--- src/sv/rsd_pkg.sv ---
// Shared types and constants for the RLE stream decoder and checker.
// No dependencies; imported by every module of the block.
package rsd_pkg;

    // Decoder phases.
    localparam logic [2:0] PH_HDR  = 3'd0;
    localparam logic [2:0] PH_CTRL = 3'd1;
    localparam logic [2:0] PH_RUNB = 3'd2;
    localparam logic [2:0] PH_LIT  = 3'd3;
    localparam logic [2:0] PH_PAD  = 3'd4;
    localparam logic [2:0] PH_ERR  = 3'd5;

    // Status codes.
    localparam logic [2:0] ST_OK        = 3'd0;
    localparam logic [2:0] ST_BAD_MAGIC = 3'd1;
    localparam logic [2:0] ST_OVERRUN   = 3'd2;
    localparam logic [2:0] ST_TRUNC     = 3'd3;
    localparam logic [2:0] ST_PADDING   = 3'd4;

    localparam logic [7:0] MAGIC_BYTE   = 8'h30;
    localparam logic [6:0] LEN_MASK     = 7'h7F;
    localparam logic [7:0] RUN_BIAS     = 8'd3;
    localparam logic [7:0] LIT_BIAS     = 8'd1;
    localparam logic [2:0] PAD_LIMIT    = 3'd3;
    localparam logic [2:0] PAD_SAT      = 3'd7;

    // Job queue between front and back.
    localparam int Q_DEPTH = 2;
    localparam int Q_PTR_W = 1;
    localparam int Q_CNT_W = 2;

    // One decoded step: the byte to emit, how many copies, and the step's status.
    typedef struct packed {
        logic [7:0]  data_byte;
        logic [7:0]  nbytes;
        logic [2:0]  status;
        logic        done;
        logic [23:0] total_size;
    } t_job;

endpackage

--- src/sv/rle_stream_decoder_checker_unit.sv ---
// Top level of the RLE stream decoder and checker (run-length type 0x30).
// Instantiates rsd_front, rsd_queue and rsd_back; depends on rsd_pkg.
//
// Channel   Dir  Signals                         Contents
// s_axis    in   tvalid tready tdata[7:0] tlast  compressed byte, tlast = final byte
// m_axis    out  tvalid tready tdata[63:0] tlast decoded word and status, tlast = last
//                                                word caused by one input byte
//
// One compressed byte is taken per cycle while the two-entry job queue has room.
// A byte that decodes to n bytes leaves as max(1, ceil(n / lanes)) words, 33 for a
// 130-byte run at four lanes, one per ready cycle from the back's output register.
// Synchronous active-low reset clears all control state; no clearing pass.
// A stalled m_axis fills the queue and then holds s_axis_tready low.
module rle_stream_decoder_checker_unit import rsd_pkg::*; #(
    parameter int SIZE_BITS = 24,
    parameter int OUT_LANES = 4
) (
    input  logic        i_clk,
    input  logic        i_rst_n,
    input  logic        s_axis_tvalid,
    output logic        s_axis_tready,
    input  logic [7:0]  s_axis_tdata,   // [7:0] in_byte
    input  logic        s_axis_tlast,
    output logic        m_axis_tvalid,
    input  logic        m_axis_tready,
    output logic [63:0] m_axis_tdata,   // [31:0] out_data, [34:32] out_count,
                                        // [37:35] status, [38] done_res,
                                        // [62:39] total_size, [63] zero
    output logic        m_axis_tlast
);

    logic push;
    logic pop;
    logic full;
    logic empty;
    t_job job_in;
    t_job job_head;

    assign s_axis_tready = !full;

    rsd_front #(.SIZE_BITS(SIZE_BITS)) u_front (
        .i_clk   (i_clk),
        .i_rst_n (i_rst_n),
        .i_valid (s_axis_tvalid),
        .i_byte  (s_axis_tdata),
        .i_last  (s_axis_tlast),
        .i_full  (full),
        .o_push  (push),
        .o_job   (job_in)
    );

    rsd_queue u_queue (
        .i_clk   (i_clk),
        .i_rst_n (i_rst_n),
        .i_push  (push),
        .i_job   (job_in),
        .i_pop   (pop),
        .o_full  (full),
        .o_empty (empty),
        .o_head  (job_head)
    );

    rsd_back #(.OUT_LANES(OUT_LANES)) u_back (
        .i_clk         (i_clk),
        .i_rst_n       (i_rst_n),
        .i_empty       (empty),
        .i_head        (job_head),
        .o_pop         (pop),
        .m_axis_tvalid (m_axis_tvalid),
        .m_axis_tready (m_axis_tready),
        .m_axis_tdata  (m_axis_tdata),
        .m_axis_tlast  (m_axis_tlast)
    );

endmodule

--- src/sv/rsd_front.sv ---
// Front part: parses the header and control bytes, tracks sizes and errors.
// Emits one job per accepted byte into the job queue. Depends on rsd_pkg.
module rsd_front import rsd_pkg::*; #(
    parameter int SIZE_BITS = 24
) (
    input  logic       i_clk,
    input  logic       i_rst_n,
    input  logic       i_valid,
    input  logic [7:0] i_byte,
    input  logic       i_last,
    input  logic       i_full,
    output logic       o_push,
    output t_job       o_job
);

    logic [2:0]           r_phase, n_phase;
    logic [1:0]           r_hidx, n_hidx;
    logic [SIZE_BITS-1:0] r_exp, n_exp;
    logic [SIZE_BITS-1:0] r_prod, n_prod;
    logic [7:0]           r_chunk, n_chunk;
    logic [2:0]           r_pad, n_pad;
    logic [2:0]           r_err, n_err;

    logic [23:0]          hdr_sh;
    logic [7:0]           len;
    logic [SIZE_BITS-1:0] room;
    logic [7:0]           nbytes;
    logic                 done;
    logic                 accept;

    assign accept = i_valid && !i_full;
    assign o_push = accept;

    always_comb begin
        case (r_hidx)
            2'd1:    hdr_sh = {16'b0, i_byte};
            2'd2:    hdr_sh = {8'b0, i_byte, 8'b0};
            default: hdr_sh = {i_byte, 16'b0};
        endcase
    end

    always_comb begin
        n_phase = r_phase;
        n_hidx  = r_hidx;
        n_exp   = r_exp;
        n_prod  = r_prod;
        n_chunk = r_chunk;
        n_pad   = r_pad;
        n_err   = r_err;
        nbytes  = 8'd0;
        len     = 8'd0;
        room    = '0;
        case (r_phase)
            PH_HDR: begin
                if (r_hidx == 2'd0) begin
                    if (i_byte != MAGIC_BYTE) begin
                        if (n_err == ST_OK) n_err = ST_BAD_MAGIC;
                        n_phase = PH_ERR;
                    end else begin
                        n_hidx = 2'd1;
                    end
                end else begin
                    n_exp = r_exp | hdr_sh[SIZE_BITS-1:0];
                    if (r_hidx == 2'd3) begin
                        n_hidx  = 2'd0;
                        n_phase = (n_exp == '0) ? PH_PAD : PH_CTRL;
                    end else begin
                        n_hidx = r_hidx + 2'd1;
                    end
                end
            end
            PH_CTRL: begin
                if (i_byte[7]) begin
                    len     = {1'b0, i_byte[6:0] & LEN_MASK} + RUN_BIAS;
                    n_phase = PH_RUNB;
                end else begin
                    len     = {1'b0, i_byte[6:0] & LEN_MASK} + LIT_BIAS;
                    n_phase = PH_LIT;
                end
                if (({1'b0, r_prod} + (SIZE_BITS+1)'(len)) > {1'b0, r_exp}) begin
                    if (n_err == ST_OK) n_err = ST_OVERRUN;
                end
                n_chunk = len;
            end
            PH_RUNB: begin
                room    = (r_exp > r_prod) ? (r_exp - r_prod) : '0;
                nbytes  = (SIZE_BITS'(r_chunk) < room) ? r_chunk : room[7:0];
                n_prod  = r_prod + SIZE_BITS'(nbytes);
                n_chunk = 8'd0;
                n_phase = (n_prod >= r_exp) ? PH_PAD : PH_CTRL;
            end
            PH_LIT: begin
                if (r_prod < r_exp) begin
                    nbytes = 8'd1;
                    n_prod = r_prod + SIZE_BITS'(1);
                end
                if (r_chunk != 8'd0) n_chunk = r_chunk - 8'd1;
                if (n_chunk == 8'd0) n_phase = (n_prod >= r_exp) ? PH_PAD : PH_CTRL;
            end
            PH_PAD: begin
                if (r_pad < PAD_SAT) n_pad = r_pad + 3'd1;
                if (n_pad > PAD_LIMIT) begin
                    if (n_err == ST_OK) n_err = ST_PADDING;
                end
            end
            default: begin
            end
        endcase
        done = 1'b0;
        if (i_last) begin
            if (n_phase == PH_HDR || n_phase == PH_CTRL || n_phase == PH_RUNB ||
                n_phase == PH_LIT) begin
                if (n_err == ST_OK) n_err = ST_TRUNC;
            end
            done = (n_phase == PH_PAD);
        end
    end

    always_comb begin
        o_job.data_byte  = i_byte;
        o_job.nbytes     = nbytes;
        o_job.status     = n_err;
        o_job.done       = done;
        o_job.total_size = 24'(n_exp);
    end

    // The final byte of a stream returns everything to reset for the next stream.
    always_ff @(posedge i_clk) begin
        if (!i_rst_n || (accept && i_last)) begin
            r_phase <= PH_HDR;
            r_hidx  <= 2'd0;
            r_exp   <= '0;
            r_prod  <= '0;
            r_chunk <= 8'd0;
            r_pad   <= 3'd0;
            r_err   <= ST_OK;
        end else if (accept) begin
            r_phase <= n_phase;
            r_hidx  <= n_hidx;
            r_exp   <= n_exp;
            r_prod  <= n_prod;
            r_chunk <= n_chunk;
            r_pad   <= n_pad;
            r_err   <= n_err;
        end
    end

endmodule

--- src/sv/rsd_queue.sv ---
// Short job queue that decouples the parsing front from the output back.
// Depends on rsd_pkg for the job type and depth.
module rsd_queue import rsd_pkg::*; (
    input  logic i_clk,
    input  logic i_rst_n,
    input  logic i_push,
    input  t_job i_job,
    input  logic i_pop,
    output logic o_full,
    output logic o_empty,
    output t_job o_head
);

    t_job               r_mem [Q_DEPTH];
    logic [Q_PTR_W-1:0] r_wp;
    logic [Q_PTR_W-1:0] r_rp;
    logic [Q_CNT_W-1:0] r_cnt;

    assign o_full  = (r_cnt == Q_CNT_W'(Q_DEPTH));
    assign o_empty = (r_cnt == '0);
    assign o_head  = r_mem[r_rp];

    always_ff @(posedge i_clk) begin
        if (i_push) r_mem[r_wp] <= i_job;
    end

    always_ff @(posedge i_clk) begin
        if (!i_rst_n) begin
            r_wp  <= '0;
            r_rp  <= '0;
            r_cnt <= '0;
        end else begin
            if (i_push) r_wp <= r_wp + 1'b1;
            if (i_pop)  r_rp <= r_rp + 1'b1;
            if (i_push && !i_pop)      r_cnt <= r_cnt + 1'b1;
            else if (!i_push && i_pop) r_cnt <= r_cnt - 1'b1;
        end
    end

endmodule

--- src/sv/rsd_back.sv ---
// Back part: expands each job into packed output words of up to LANES bytes.
// Holds the output register of the master stream. Depends on rsd_pkg.
module rsd_back import rsd_pkg::*; #(
    parameter int OUT_LANES = 4
) (
    input  logic        i_clk,
    input  logic        i_rst_n,
    input  logic        i_empty,
    input  t_job        i_head,
    output logic        o_pop,
    output logic        m_axis_tvalid,
    input  logic        m_axis_tready,
    output logic [63:0] m_axis_tdata,
    output logic        m_axis_tlast
);

    localparam int LANES = (OUT_LANES > 4) ? 4 : ((OUT_LANES < 1) ? 1 : OUT_LANES);

    t_job        r_job;
    logic [7:0]  r_left;
    logic        r_act;
    logic        r_ov;
    logic [31:0] r_odata;
    logic [2:0]  r_ocnt;
    logic        r_olast;
    logic [2:0]  r_ostat;
    logic        r_odone;
    logic [23:0] r_ototal;

    logic        load;
    logic        have;
    t_job        src;
    logic [7:0]  src_left;
    logic [7:0]  cnt;
    logic [7:0]  rem;
    logic [31:0] n_odata;

    assign load     = !r_ov || m_axis_tready;
    assign have     = r_act || !i_empty;
    assign src      = r_act ? r_job : i_head;
    assign src_left = r_act ? r_left : i_head.nbytes;
    assign o_pop    = load && !r_act && !i_empty;
    assign cnt      = (src_left > 8'(LANES)) ? 8'(LANES) : src_left;
    assign rem      = src_left - cnt;

    always_comb begin
        for (int i = 0; i < 4; i++) begin
            n_odata[8*i +: 8] = (8'(i) < cnt) ? src.data_byte : 8'd0;
        end
    end

    always_ff @(posedge i_clk) begin
        if (!i_rst_n) begin
            r_ov  <= 1'b0;
            r_act <= 1'b0;
        end else if (load) begin
            r_ov  <= have;
            r_act <= have && (rem != 8'd0);
        end
    end

    always_ff @(posedge i_clk) begin
        if (load && have) begin
            r_job    <= src;
            r_left   <= rem;
            r_odata  <= n_odata;
            r_ocnt   <= cnt[2:0];
            r_olast  <= (rem == 8'd0);
            r_ostat  <= src.status;
            r_odone  <= src.done;
            r_ototal <= src.total_size;
        end
    end

    assign m_axis_tvalid = r_ov;
    assign m_axis_tlast  = r_olast;
    assign m_axis_tdata  = {1'b0, r_ototal, r_odone, r_ostat, r_ocnt, r_odata};

endmodule

--- config.mk ---
export PLATFORM = sky130hd
export DESIGN_NAME = rle_stream_decoder_checker_unit
export DESIGN_NICKNAME = d
export VERILOG_FILES = /design/src/sv/rsd_pkg.sv /design/src/sv/rle_stream_decoder_checker_unit.sv /design/src/sv/rsd_front.sv /design/src/sv/rsd_queue.sv /design/src/sv/rsd_back.sv
export SDC_FILE = /design/constraint.sdc
export NUM_CORES = 1
export LEC_CHECK = 0
export ABC_AREA = 1
export BUFFER_PORTS_ARGS = -buffer_cell sky130_fd_sc_hd__buf_2
export CELL_PAD_IN_SITES_DETAIL_PLACEMENT = 0
export CELL_PAD_IN_SITES_GLOBAL_PLACEMENT = 1
export CORE_MARGIN = 8
export CORE_UTILIZATION = 51
export DETAILED_ROUTE_END_ITERATION = 8
export PLACE_DENSITY_LB_ADDON = 0.3
export SYNTH_ARGS = -nofsm -noshare
export SYNTH_HDL_FRONTEND = slang
export SYNTH_SLANG_ARGS = --single-unit
--- constraint.sdc ---
create_clock -name i_clk -period 14.49 [get_ports i_clk]
set_input_delay 1.449 -clock i_clk [delete_from_list [all_inputs] [get_ports i_clk]]
set_output_delay 1.449 -clock i_clk [all_outputs]
set_load 0.05 [all_outputs]
==> results of run 1 <==
-- per-stage QoR --
| stage | instance area [sq um] | total power [mW] | hold slack, ns | setup WS, ns |
|---|---|---|---|---|
| floorplan | 16400 | 2.34 | 0.443 | 8.10 |
| global placement | 17000 | 2.69 | 0.452 | 6.41 |
| detailed placement | 17000 | 2.72 | 0.463 | 6.26 |
| CTS | 17900 | 3.39 | 0.473 | 6.22 |
| global route | 17900 | 3.60 | 0.489 | 5.51 |
| finish | 17900 | 3.39 | 0.469 | 6.14 |
-- kinds of logic (layout without fill, tap and decap cells) --
logic type / count (synthesis) / count (layout) / share of synthesized area, %
buffers and inverters: 442 / 499 / 11.0
XOR/XNOR: 79 / 79 / 4.21
other: 2 / 2 / 0.0457
adder cells (fa/ha/maj): 135 / 135 / 10.5
AO/OA/AOI/OAI: 333 / 333 / 11.4
flip-flops: 242 / 242 / 39.7
AND/OR/NAND/NOR: 893 / 893 / 23.2
-- metal layers --
layer | vias to the layer above | wire (um) | global-route usage (%)
met5 | - | 9 | 0
met4 | 2 | 1860 | 9.43
met3 | 87 | 3030 | 3.68
met2 | 422 | 24800 | 46.0
met1 | 6709 | 23400 | 36.0
li1 | 7037 | - | -
-- worst paths after layout --
| check | startpoint | to | slack [ns] | cells after the start |
|---|---|---|---|---|
| hold reg to reg | u_back.r_act$_SDFFE_PN0N_ | u_back.r_act$_SDFFE_PN0N_ | 0.47 | 2 |
| setup / recovery | u_front.r_exp[0]$_SDFFE_PP0P_ | u_queue.r_mem[1][25]$_DFFE_PP_ | 6.14 | 47 |
| hold / removal | u_back.r_act$_SDFFE_PN0N_ | u_back.r_act$_SDFFE_PN0N_ | 0.47 | 2 |
| setup reg to reg | u_front.r_exp[0]$_SDFFE_PP0P_ | u_queue.r_mem[1][25]$_DFFE_PP_ | 6.14 | 47 |
-- layout make-up --
| class | count | area, sq um | area share, % |
|---|---|---|---|
| multi-input cells | 1442 | 8140 | 45.5 |
| flip-flops and latches | 242 | 6530 | 36.5 |
| inverters | 359 | 1350 | 7.54 |
| clock buffers | 36 | 769 | 4.30 |
| well taps | 402 | 503 | 2.81 |
| repair buffers | 91 | 488 | 2.73 |
| clock inverters | 13 | 109 | 0.609 |
-- flip-flops by register name, indices dropped and copies added (netlist names), 8 cells and up, named ones only --
signal and flops:
u_back.r_job 8, u_back.r_left 8, u_back.r_odata 32, u_back.r_ototal 24, u_front.r_chunk 8, u_front.r_exp 24
u_front.r_prod 24, u_queue.r_mem 88
-- tightest hold or removal path, delay by kind of cell, from the launching register on --
kind             cells  cell delay [ns]
AND/OR/NAND/NOR      1             0.06
AO/OA/AOI/OAI        1             0.06
flip-flops           1             0.31
-- power groups by stage --
stage / sequential (mW) / clock, mW / combinational, mW
2_1_floorplan: 1.25 / 0 / 1.09
3_3_place_gp: 1.05 / 0 / 1.64
3_5_place_dp: 1.06 / 0 / 1.66
4_1_cts: 1.04 / 0.684 / 1.66
5_1_grt: 1.06 / 0.712 / 1.83
6_report: 1.04 / 0.677 / 1.67
-- synth_stat cells, drive strengths merged --
cell type,instances,area (sq um)
a211oi,26,195
o221ai,1,8.76
inv,356,1340
clkbuf,41,155
o211ai,23,173
nand4,44,275
a21oi,128,641
and2,5,31.3
edfxtp,168,5040
nor4,10,62.6
nand3,93,475
buf,42,297
o31ai,2,15.0
and3b,1,8.76
xnor2,7,61.3
o21ai,116,581
nand3b,10,75.1
a21o,2,15.0
nand2,476,1830
o211a,1,10.0
ha,131,1640
o21bai,4,30.0
xor2,72,631
a41oi,1,8.76
nor3,18,90.1
clkinv,3,11.3
fa,4,80.1
dfxtp,74,1480
o2111ai,1,8.76
o21a,3,22.5
or2,17,106
conb,2,7.51
a31oi,25,156
nor2,219,860
==> metrics.md, run 1 <==
| Metric | Value |
|---|---|
| Outcome | `complete, no violations` |
| Sink Count | `roughly 240` |
| # port buffers | `78` |
| Vias in the first global route | `~13000` |
| Clock Latency Late Sink | `~0.54 ns` |
| Hold Crit Class | `reg -> reg` |
| Max_cap viols | `0` |
| Post-Syn Nets | `between 2000 and 2500` |
| Root buf cell | `clkbuf_16` |
| I/O pins | `80` |
| Most used cell, CP | `nand2_1` |
| Depth of the CTS H-tree | `1` |
| Die span in x | `~200 um` |
| Chip height | `195 um` |
| Buf/Inv on CP | `9` |
| Via count | `approximately 14000` |
| Post-route ant nets | `0` |
| CP peak stage delay | `between 0.5 and 0.6 ns` |
| Non-Filler Instances | `between 2000 and 3000` |
| Synth Instances | `around 2100` |
| Clock power share | `20.0%` |
| Setup Buffers After CTS | `0` |
| Layout net count | `between 2000 and 2500` |
| Leak | `between 8 and 9 nW` |
| Row cnt | `65` |
| Commonest non-fill, non-tap cell in the layout | `nand2_1` |
| Syn avg cell area | `approximately 7.7 sq um` |
| DIE AREA | `approximately 38000 sq um` |
| Clock transition at the registers of the reported paths | `approximately 0.06 ns` |
| Via/cell ratio | `5.52` |
| HPWL after detailed placement | `41.9 mm` |
| Sw Ratio | `between 40% and 50%` |
| Filler cells | `3058` |
| CP delay by family, top | `simple AND/OR/NAND/NOR gates` |
| PD cells | `about 190 nW/um^2` |
| Crit Path Max Fanout | `39` |
| WL/cell | `between 20 and 25 um` |
| Post-layout util | `a little under three fifths` |
| Register area share after synthesis | `between 30% and 40%` |
| Final min period | `between 8 and 9 ns` |
| CTS tree | `done` |
| Final Skew | `about 0.014 ns` |
| Unrepaired setup endpoints after global routing | `false` |
| Placed Cells | `2536` |
| Final hold violation count | `0` |
| Worst setup path class | `reg -> reg` |
| Final Routed Wirelength | `roughly 53 mm` |
| Area grow syn2layout | `8.86%` |
| Sequential Power Share | `between 30% and 40%` |
| Max-slew violation count | `0` |
| Post-CTS sizing | `0` |
| Most frequent cells in the layout | `nand2_1 (461), inv_1 (354), nor2_1 (206)` |
| VDD IR max | `~160 uV` |
| CP Launch Type | `flop` |
| Sw power | `about 1.6 mW` |
| First-pass GRT wire length | `around 82 mm` |
| Required time worst endpoint | `between 10 and 15 ns` |
| Clk buf depth | `3` |
| Initial Utilization | `51.9%` |
| Pin count of the biggest net entering global routing | `63` |
| Setup_tns | `0 ns` |
| P_int | `about 1.8 mW` |
| Antenna Cells | `0` |
| CP max-delay cell | `inv_2` |
| Slew @ Worst Pin | `roughly 0.9 ns` |
| Number of library cell types mapped by synthesis | `45` |
| GR Util All Layers | `27.4%` |
| Crit share post-route | `between 50% and 60%` |
| DR iter-0 viols | `between 1000 and 1500` |
| CTS buffer count | `27` |
| Warnings, synthesis | `0` |
| Crit path capture type | `flop` |
| Logic pwr share | `roughly half` |
| Final GP Congestion | `approximately 1.0` |
| # hold bufs at CTS | `0` |
| Arrival time at the worst endpoint | `between 8 and 9 ns` |
| DRC viols | `0` |
| Share of cells above drive strength 1 | `approximately 8.4%` |
| FF+latch count, synth | `~240` |
| Core Region | `approximately 32000 sq um` |
| Slew HR | `between 30% and 40%` |
| Synthesized area | `16400 sq um` |
| Fmax | `120 MHz` |
| Initial antenna violation count | `1` |
| First drt pass iteration count | `7` |
| Final setup vio count | `0` |
| GRT overflow | `0` |
No activity file was read; power rests on OpenSTA's default activity.
==> inputs of run 2 (changes only) <==
--- a/config.mk
+++ b/config.mk
@@ -10,7 +10,7 @@
 export CELL_PAD_IN_SITES_DETAIL_PLACEMENT = 0
 export CELL_PAD_IN_SITES_GLOBAL_PLACEMENT = 1
 export CORE_MARGIN = 8
-export CORE_UTILIZATION = 51
+export CORE_UTILIZATION = 47
 export DETAILED_ROUTE_END_ITERATION = 8
 export PLACE_DENSITY_LB_ADDON = 0.3
 export SYNTH_ARGS = -nofsm -noshare
==> constraint.sdc (replaced) <==
create_clock -name i_clk -period 8.4 [get_ports i_clk]
set_input_delay 0.84 -clock i_clk [delete_from_list [all_inputs] [get_ports i_clk]]
set_output_delay 0.84 -clock i_clk [all_outputs]
set_load 0.05 [all_outputs]
==> run 2 against run 1 <==
Compared with the run above: worst setup slack got worse by 5.3 ns; global-route usage decreased by 2.6 points; routed wire length decreased by 2.9%; count of clock-buffer cells in the layout decreased by 3; clock power increased by 79%; clock skew increased by 0.0078 ns; cell count increased by 2.2%; combinational power increased by 72%; register-to-register slack got worse by 5.3 ns; non-clock buffer count increased by 3; sequential share of layout area decreased by 0.23 points; largest cell class unchanged.
==> metrics.md, run 2 (synthesis gave the netlist of run 1 again) <==
| Metric | Value |
|---|---|
| Crit share post-route | `90.5% (+33 points)` |
| Via/cell ratio | `5.41 (-1.9%)` |
| FF-to-FF Start | `u_front.r_exp[0]$_SDFFE_PP0P_` |
| Logic pwr share | `48.9% (-0.3 points)` |
| Commonest non-fill, non-tap cell in the layout | `nand2_1` |
| Sink Count | `242 (unchanged)` |
| Sw Ratio | `45.8% (-0.53 points)` |
| Clock Latency Late Sink | `0.57 ns (+0.03 ns)` |
| WHS Endpoint | `u_back.r_act$_SDFFE_PN0N_` |
| Outcome | `complete, no violations` |
| Layout net count | `2314 (+0.13%)` |
| PD cells | `327 nW/um^2 (+72%)` |
| First-pass GRT wire length | `80.5 mm (-1.4%)` |
| GRT overflow | `0 (unchanged)` |
| Antenna Cells | `0 (unchanged)` |
| WL met1 | `23.1 mm (-0.98%)` |
| Share of cells above drive strength 1 | `8.42% (+0.034 points)` |
| GR Util All Layers | `24.9% (-2.6 points)` |
| I/O pins | `80 (unchanged)` |
| Depth of the CTS H-tree | `1 (unchanged)` |
| CTS tree | `done` |
| Unrepaired setup endpoints after global routing | `false` |
| Met3 WL | `2.62 mm (-14%)` |
| CP Launch Type | `flop` |
| Arrival time at the worst endpoint | `7.91 ns (-0.84 ns)` |
| Critical Path Start | `u_front.r_exp[0]$_SDFFE_PP0P_` |
| Max-slew violation count | `0 (unchanged)` |
| Most flop-heavy register | `u_queue.r_mem` |
| Core Region | `34500 sq um (+8.9%)` |
| # hold bufs at CTS | `0 (unchanged)` |
| Post-CTS sizing | `0 (unchanged)` |
| Final setup vio count | `0 (unchanged)` |
| Clk buf depth | `3 (unchanged)` |
| Final min period | `7.60 ns (-0.751 ns)` |
| Crit path capture type | `flop` |
| Largest registers | `u_queue.r_mem (88), u_back.r_odata (32)` |
| Setup_tns | `0 ns (unchanged)` |
| Clock transition at the registers of the reported paths | `0.06 ns (about the same)` |
| Post-route ant nets | `0 (unchanged)` |
| CP peak stage delay | `0.58 ns (about the same)` |
| Final Routed Wirelength | `51.5 mm (-2.9%)` |
| DR iter-0 viols | `1067 (-10%)` |
| Max Used Layer | `met4` |
| WL/cell | `19.5 um (-5.0%)` |
| Setup WS post-layout | `0.796 ns (-5.34 ns)` |
| Sequential Power Share | `30.5% (-0.3 points)` |
| HPWL after detailed placement | `40.3 mm (-3.8%)` |
| CP max-delay cell | `dfxtp_1` |
| Vias in the first global route | `13900 (+3.0%)` |
| Slew @ Worst Pin | `0.982 ns (+0.0685 ns)` |
| DIE AREA | `41200 sq um (+7.8%)` |
| VDD IR max | `382 uV (+130%)` |
| Fmax | `132 MHz (+9.9%)` |
| First drt pass iteration count | `5 (-2)` |
| Leak | `8.63 nW (+0.26%)` |
| # port buffers | `78 (unchanged)` |
| Non-Filler Instances | `2641 (+2.2%)` |
| Initial antenna violation count | `0 (-1)` |
| Hold slack final | `0.465 ns (-0.00442 ns)` |
| Crit Path Max Fanout | `10 (-74%)` |
| Most used cell, CP | `inv_1` |
| Area grow syn2layout | `9.54%` |
| Chip height | `203 um (+3.8%)` |
| Initial Utilization | `47.7% (-4.3 points)` |
| DRC viols | `0 (unchanged)` |
| P_int | `3.18 mW (+75%)` |
| Root buf cell | `clkbuf_16` |
| Met2 Routed Length | `23.7 mm (-4.7%)` |
| Clock power share | `20.5% (+0.5 points)` |
| RR Endpoint | `u_queue.r_mem[1][25]$_DFFE_PP_` |
| R2R cell count | `44 (-6.4%)` |
| Placed Cells | `2592 (+2.2%)` |
| WHS Path Cells | `2 (unchanged)` |
| Final Skew | `0.0222 ns (+0.00776 ns)` |
| Most frequent cells in the layout | `nand2_1 (461), inv_1 (354), nor2_1 (206)` |
| Final hold violation count | `0 (unchanged)` |
| Die span in x | `203 um (+3.8%)` |
| Pin count of the biggest net entering global routing | `63 (unchanged)` |
| Worst setup path class | `reg -> reg` |
| Sw power | `2.69 mW (+71%)` |
| Flop2flop setup slack | `0.80 ns (-5.34 ns)` |
| Slew HR | `34.4% (-4.6 points)` |
| CTS buffer count | `27 (unchanged)` |
| Hold Startpoint | `u_back.r_act$_SDFFE_PN0N_` |
| Max FFs per register | `88 (unchanged)` |
| Required time worst endpoint | `8.71 ns (-6.18 ns)` |
| Hold Crit Class | `reg -> reg` |
| Max_cap viols | `0 (unchanged)` |
| Via count | `14300 (+0.18%)` |
| Row cnt | `68 (+4.6%)` |
| Final GP Congestion | `0.969 (-4.9%)` |
| DP Worst Slack | `1.00 ns (-5.25 ns)` |
| Setup Buffers After CTS | `0 (unchanged)` |
-- run 2: cell count changes in the layout (fill, tap and decap cells not counted), sizes merged --
cell | before | now
clkinvlp | 2 | 3
bufinv | 1 | 4
clkbuf | 36 | 33
buf | 91 | 94
clkinv | 12 | 11
-- run 2: power groups by stage --
stage	Combinational (mW)	Clock [mW]	Sequential, mW
floorplan	1.89	0	2.15
global placement	2.84	0	1.81
detailed placement	2.87	0	1.82
CTS	2.88	1.23	1.80
global route	3.17	1.27	1.83
finish	2.88	1.21	1.80
-- run 2: worst max-delay path, delay by kind of cell (launching register included) --
family | cells | cell delay [ns]
and+or+nand+nor | 25 | 3.04
adders and majority gates | 6 | 1.69
AOI/OAI and AO/OA | 4 | 0.95
buffers and inverters | 8 | 0.83
DFF | 1 | 0.58
xor gates and xnor gates | 1 | 0.24
-- run 2: cell type report --
cell class	count	area (sq um)
clock buffers	33	698
repair buffers	94	510
well taps	455	569
clock inverters	16	203
flip-flops and latches	242	6530
multi-input cells	1442	8140
inverters	359	1350
fillers	3368	16500
-- run 2: worst max-delay path by stage --
stage,endpoint,depth (start not counted)
final,u_queue.r_mem[1][25]$_DFFE_PP_,44
after global routing,u_queue.r_mem[0][25]$_DFFE_PP_,44
after CTS,u_queue.r_mem[0][25]$_DFFE_PP_,44
after detailed placement,u_queue.r_mem[1][25]$_DFFE_PP_,44
after global placement,u_queue.r_mem[0][25]$_DFFE_PP_,42
after floorplan,u_queue.r_mem[0][25]$_DFFE_PP_,46
-- run 2: per-layer routing --
metal	vias up	GRT usage (%)
li1	7043	-
met1	6716	32.5
met2	428	41.5
met3	95	3.12
met4	0	9.43
met5	-	0
-- run 2: through the flow --
stage	cell area, sq um	power (mW)	utilization [%]
after global placement	17100	4.65	49.6
after detailed placement	17100	4.69	49.6
after CTS	18000	5.90	52.2
after floorplan	16400	4.04	-
final	18000	5.88	52.2
after global routing	18000	6.27	52.2
==> inputs of run 3 (changes only) <==
--- a/config.mk
+++ b/config.mk
@@ -10,7 +10,7 @@
 export CELL_PAD_IN_SITES_DETAIL_PLACEMENT = 0
 export CELL_PAD_IN_SITES_GLOBAL_PLACEMENT = 1
 export CORE_MARGIN = 8
-export CORE_UTILIZATION = 47
+export CORE_UTILIZATION = 42
 export DETAILED_ROUTE_END_ITERATION = 8
 export PLACE_DENSITY_LB_ADDON = 0.3
 export SYNTH_ARGS = -nofsm -noshare
==> constraint.sdc (replaced) <==
create_clock -name i_clk -period 6.2 [get_ports i_clk]
set_input_delay 0.62 -clock i_clk [delete_from_list [all_inputs] [get_ports i_clk]]
set_output_delay 0.62 -clock i_clk [all_outputs]
set_load 0.05 [all_outputs]
==> run 3 against run 2 <==
Compared with the run above: worst setup slack worse by 0.62 ns; total power grew 48%; register-to-register slack lost 0.62 ns; sequential power is 36% higher; die area rose by 11%; combinational power grew 60%; core utilization rose by 0.68 points; non-clock buffer count grew 205; critical path depth fell by 1; cell area rose by 14%; clock power increased by 33%; highest routed layer unchanged.
==> metrics.md, run 3 (synthesis gave the netlist of run 1 again) <==
| Metric | Value |
|---|---|
| Crit share post-route | `97.1% (+6.6 points)` |
| Leak | `9.74 nW (+13%)` |
| DP Worst Slack | `-0.258 ns (-1.26 ns)` |
| DIE AREA | `45700 sq um (+11%)` |
| Final Routed Wirelength | `55.4 mm (+7.4%)` |
| Final setup vio count | `0 (unchanged)` |
| PD cells | `424 nW/um^2 (+30%)` |
| Clk buf depth | `3 (unchanged)` |
| Sink Count | `242 (unchanged)` |
| # hold bufs at CTS | `0 (unchanged)` |
| Die span in x | `214 um (+5.3%)` |
| First drt pass iteration count | `5 (unchanged)` |
| Crit path capture type | `flop` |
| Max-slew violation count | `0 (unchanged)` |
| VDD IR max | `245 uV (-36%)` |
| Crit path depth | `43 (-2.3%)` |
| DRC viols | `0 (unchanged)` |
| Root buf cell | `clkbuf_16` |
| Setup WS post-layout | `0.177 ns (-0.619 ns)` |
| Initial antenna violation count | `0 (unchanged)` |
| Post-route ant nets | `0 (unchanged)` |
| Most used cell, CP | `nand2_2` |
| Area grow syn2layout | `24.4%` |
| GR Util All Layers | `23.9% (-1.0 points)` |
| Largest registers | `u_queue.r_mem (88), u_back.r_odata (32)` |
| Required time worst endpoint | `6.53 ns (-2.18 ns)` |
| Final min period | `6.02 ns (-1.58 ns)` |
| Pin count of the biggest net entering global routing | `63 (unchanged)` |
| I/O pins | `80 (unchanged)` |
| Flop2flop setup slack | `0.18 ns (-0.62 ns)` |
| Most flop-heavy register | `u_queue.r_mem` |
| Most frequent cells in the layout | `nand2_1 (436), inv_1 (336), buf_4 (216)` |
| HPWL after detailed placement | `43.4 mm (+7.7%)` |
| Final Instance Area | `20400 sq um (+14%)` |
| Clock transition at the registers of the reported paths | `0.06 ns (about the same)` |
| Layout net count | `2520 (+8.9%)` |
| WL/cell | `19.0 um (-2.6%)` |
| Hold Crit Class | `in -> reg` |
| Commonest non-fill, non-tap cell in the layout | `nand2_1` |
| GRT overflow | `0 (unchanged)` |
| Outcome | `complete, no violations` |
| Initial Utilization | `42.5% (-5.2 points)` |
| Slew @ Worst Pin | `1.05 ns (+0.0710 ns)` |
| Max_cap viols | `0 (unchanged)` |
| DR iter-0 viols | `1324 (+24%)` |
| Filler cells | `3753 (+11%)` |
| CP delay by family, top | `simple AND/OR/NAND/NOR gates` |
| CP Launch Type | `flop` |
| Share of cells above drive strength 1 | `22.1% (+14 points)` |
| Clock Latency Late Sink | `0.59 ns (+0.02 ns)` |
| Arrival time at the worst endpoint | `6.35 ns (-1.56 ns)` |
| Crit Path Max Fanout | `5 (-5)` |
| Dpl cell area | `18600 sq um (+8.8%)` |
| Depth of the CTS H-tree | `1 (unchanged)` |
| Final GP Congestion | `0.966 (-0.33%)` |
| Max FFs per register | `88 (unchanged)` |
| Core Region | `38600 sq um (+12%)` |
| Vias in the first global route | `14400 (+3.5%)` |
| Fmax | `166 MHz (+26%)` |
| CTS tree | `done` |
| Chip height | `214 um (+5.3%)` |
| Row cnt | `72 (+5.9%)` |
| Total chip power | `8.67 mW (+48%)` |
| CP max-delay cell | `fa_2` |
| Worst setup path class | `reg -> reg` |
| Final Skew | `0.0211 ns (-0.00106 ns)` |
| Final hold violation count | `0 (unchanged)` |
| Via/cell ratio | `5.18 (-4.2%)` |
| First-pass GRT wire length | `83.4 mm (+3.6%)` |
| Via count | `15100 (+5.7%)` |
| Slew HR | `29.7% (-4.7 points)` |
| # port buffers | `78 (unchanged)` |
| Buf/Inv on CP | `8 (unchanged)` |
| Antenna Cells | `0 (unchanged)` |
| WHS Path Cells | `1 (-1)` |
| CTS buffer count | `28 (+3.7%)` |
| R2R cell count | `43 (-2.3%)` |
| Unrepaired setup endpoints after global routing | `true` |
| CP peak stage delay | `0.41 ns (-0.17 ns)` |
==> run 3: power breakdown <==
part           total (mW)  switching [mW]  internal, mW
logic                4.62            3.11          1.52
clock network        1.61           0.695         0.915
registers            2.44           0.114          2.32
==> run 3: cell type report <==
type                       count  area, sq um  share of cell area, %
inverter                     359         1360                   6.64
sequential                   242         6540                   32.0
tap                          518          648                   3.17
clock inverter                15          136                  0.667
multi-input combinational   1442         8910                   43.6
clock buffer                  37          764                   3.74
timing repair buffer         299         2080                   10.2
==> run 3: stage by stage <==
stage	instances	utilization (%)	TNS, ns	hold slack [ns]
after floorplan	2126	-	0	0.443
after global placement	2844	48.1	-0.900	0.455
after detailed placement	2844	48.1	-2.02	0.474
after CTS	2899	50.6	0	0.310
after global routing	2912	52.9	-0.350	0.309
final	2912	52.9	0	0.330
==> run 3: worst paths after layout <==
kind                                       from                             end
setup reg to reg  u_front.r_exp[0]$_SDFFE_PP0P_  u_queue.r_mem[1][25]$_DFFE_PP_
hold / removal                  s_axis_tdata[4]  u_queue.r_mem[0][40]$_DFFE_PP_
hold reg to reg       u_back.r_act$_SDFFE_PN0N_       u_back.r_act$_SDFFE_PN0N_
setup / recovery  u_front.r_exp[0]$_SDFFE_PP0P_  u_queue.r_mem[1][25]$_DFFE_PP_
==> run 3: per-layer routing <==
layer  wire [um]  vias up  track usage [%]
met3        3680      107             4.21
met5           0        -                0
met2       25300      472             38.9
li1            -     7446                -
met1       23900     7066             31.1
met4        2530        0             9.67
==> run 3: worst reg2reg max path: cells and delay by family (launching register included) <==
family / cells / cell delay, ns
AND/OR/NAND/NOR: 25 / 2.59
AO/OA/AOI/OAI: 3 / 0.50
adder cells (fa/ha/maj): 6 / 1.56
buffers and inverters: 8 / 0.60
flip-flops: 1 / 0.34
XOR/XNOR: 1 / 0.18
==> run 3: timing repair <==
item | in CTS | in global routing
setup endpoints to repair | 10 | 10
endpoints found under the hold margin | 0 | 0
buffers inserted | 3 | 13
pin swaps | 5 | 42
gates resized for setup | 11 | 159
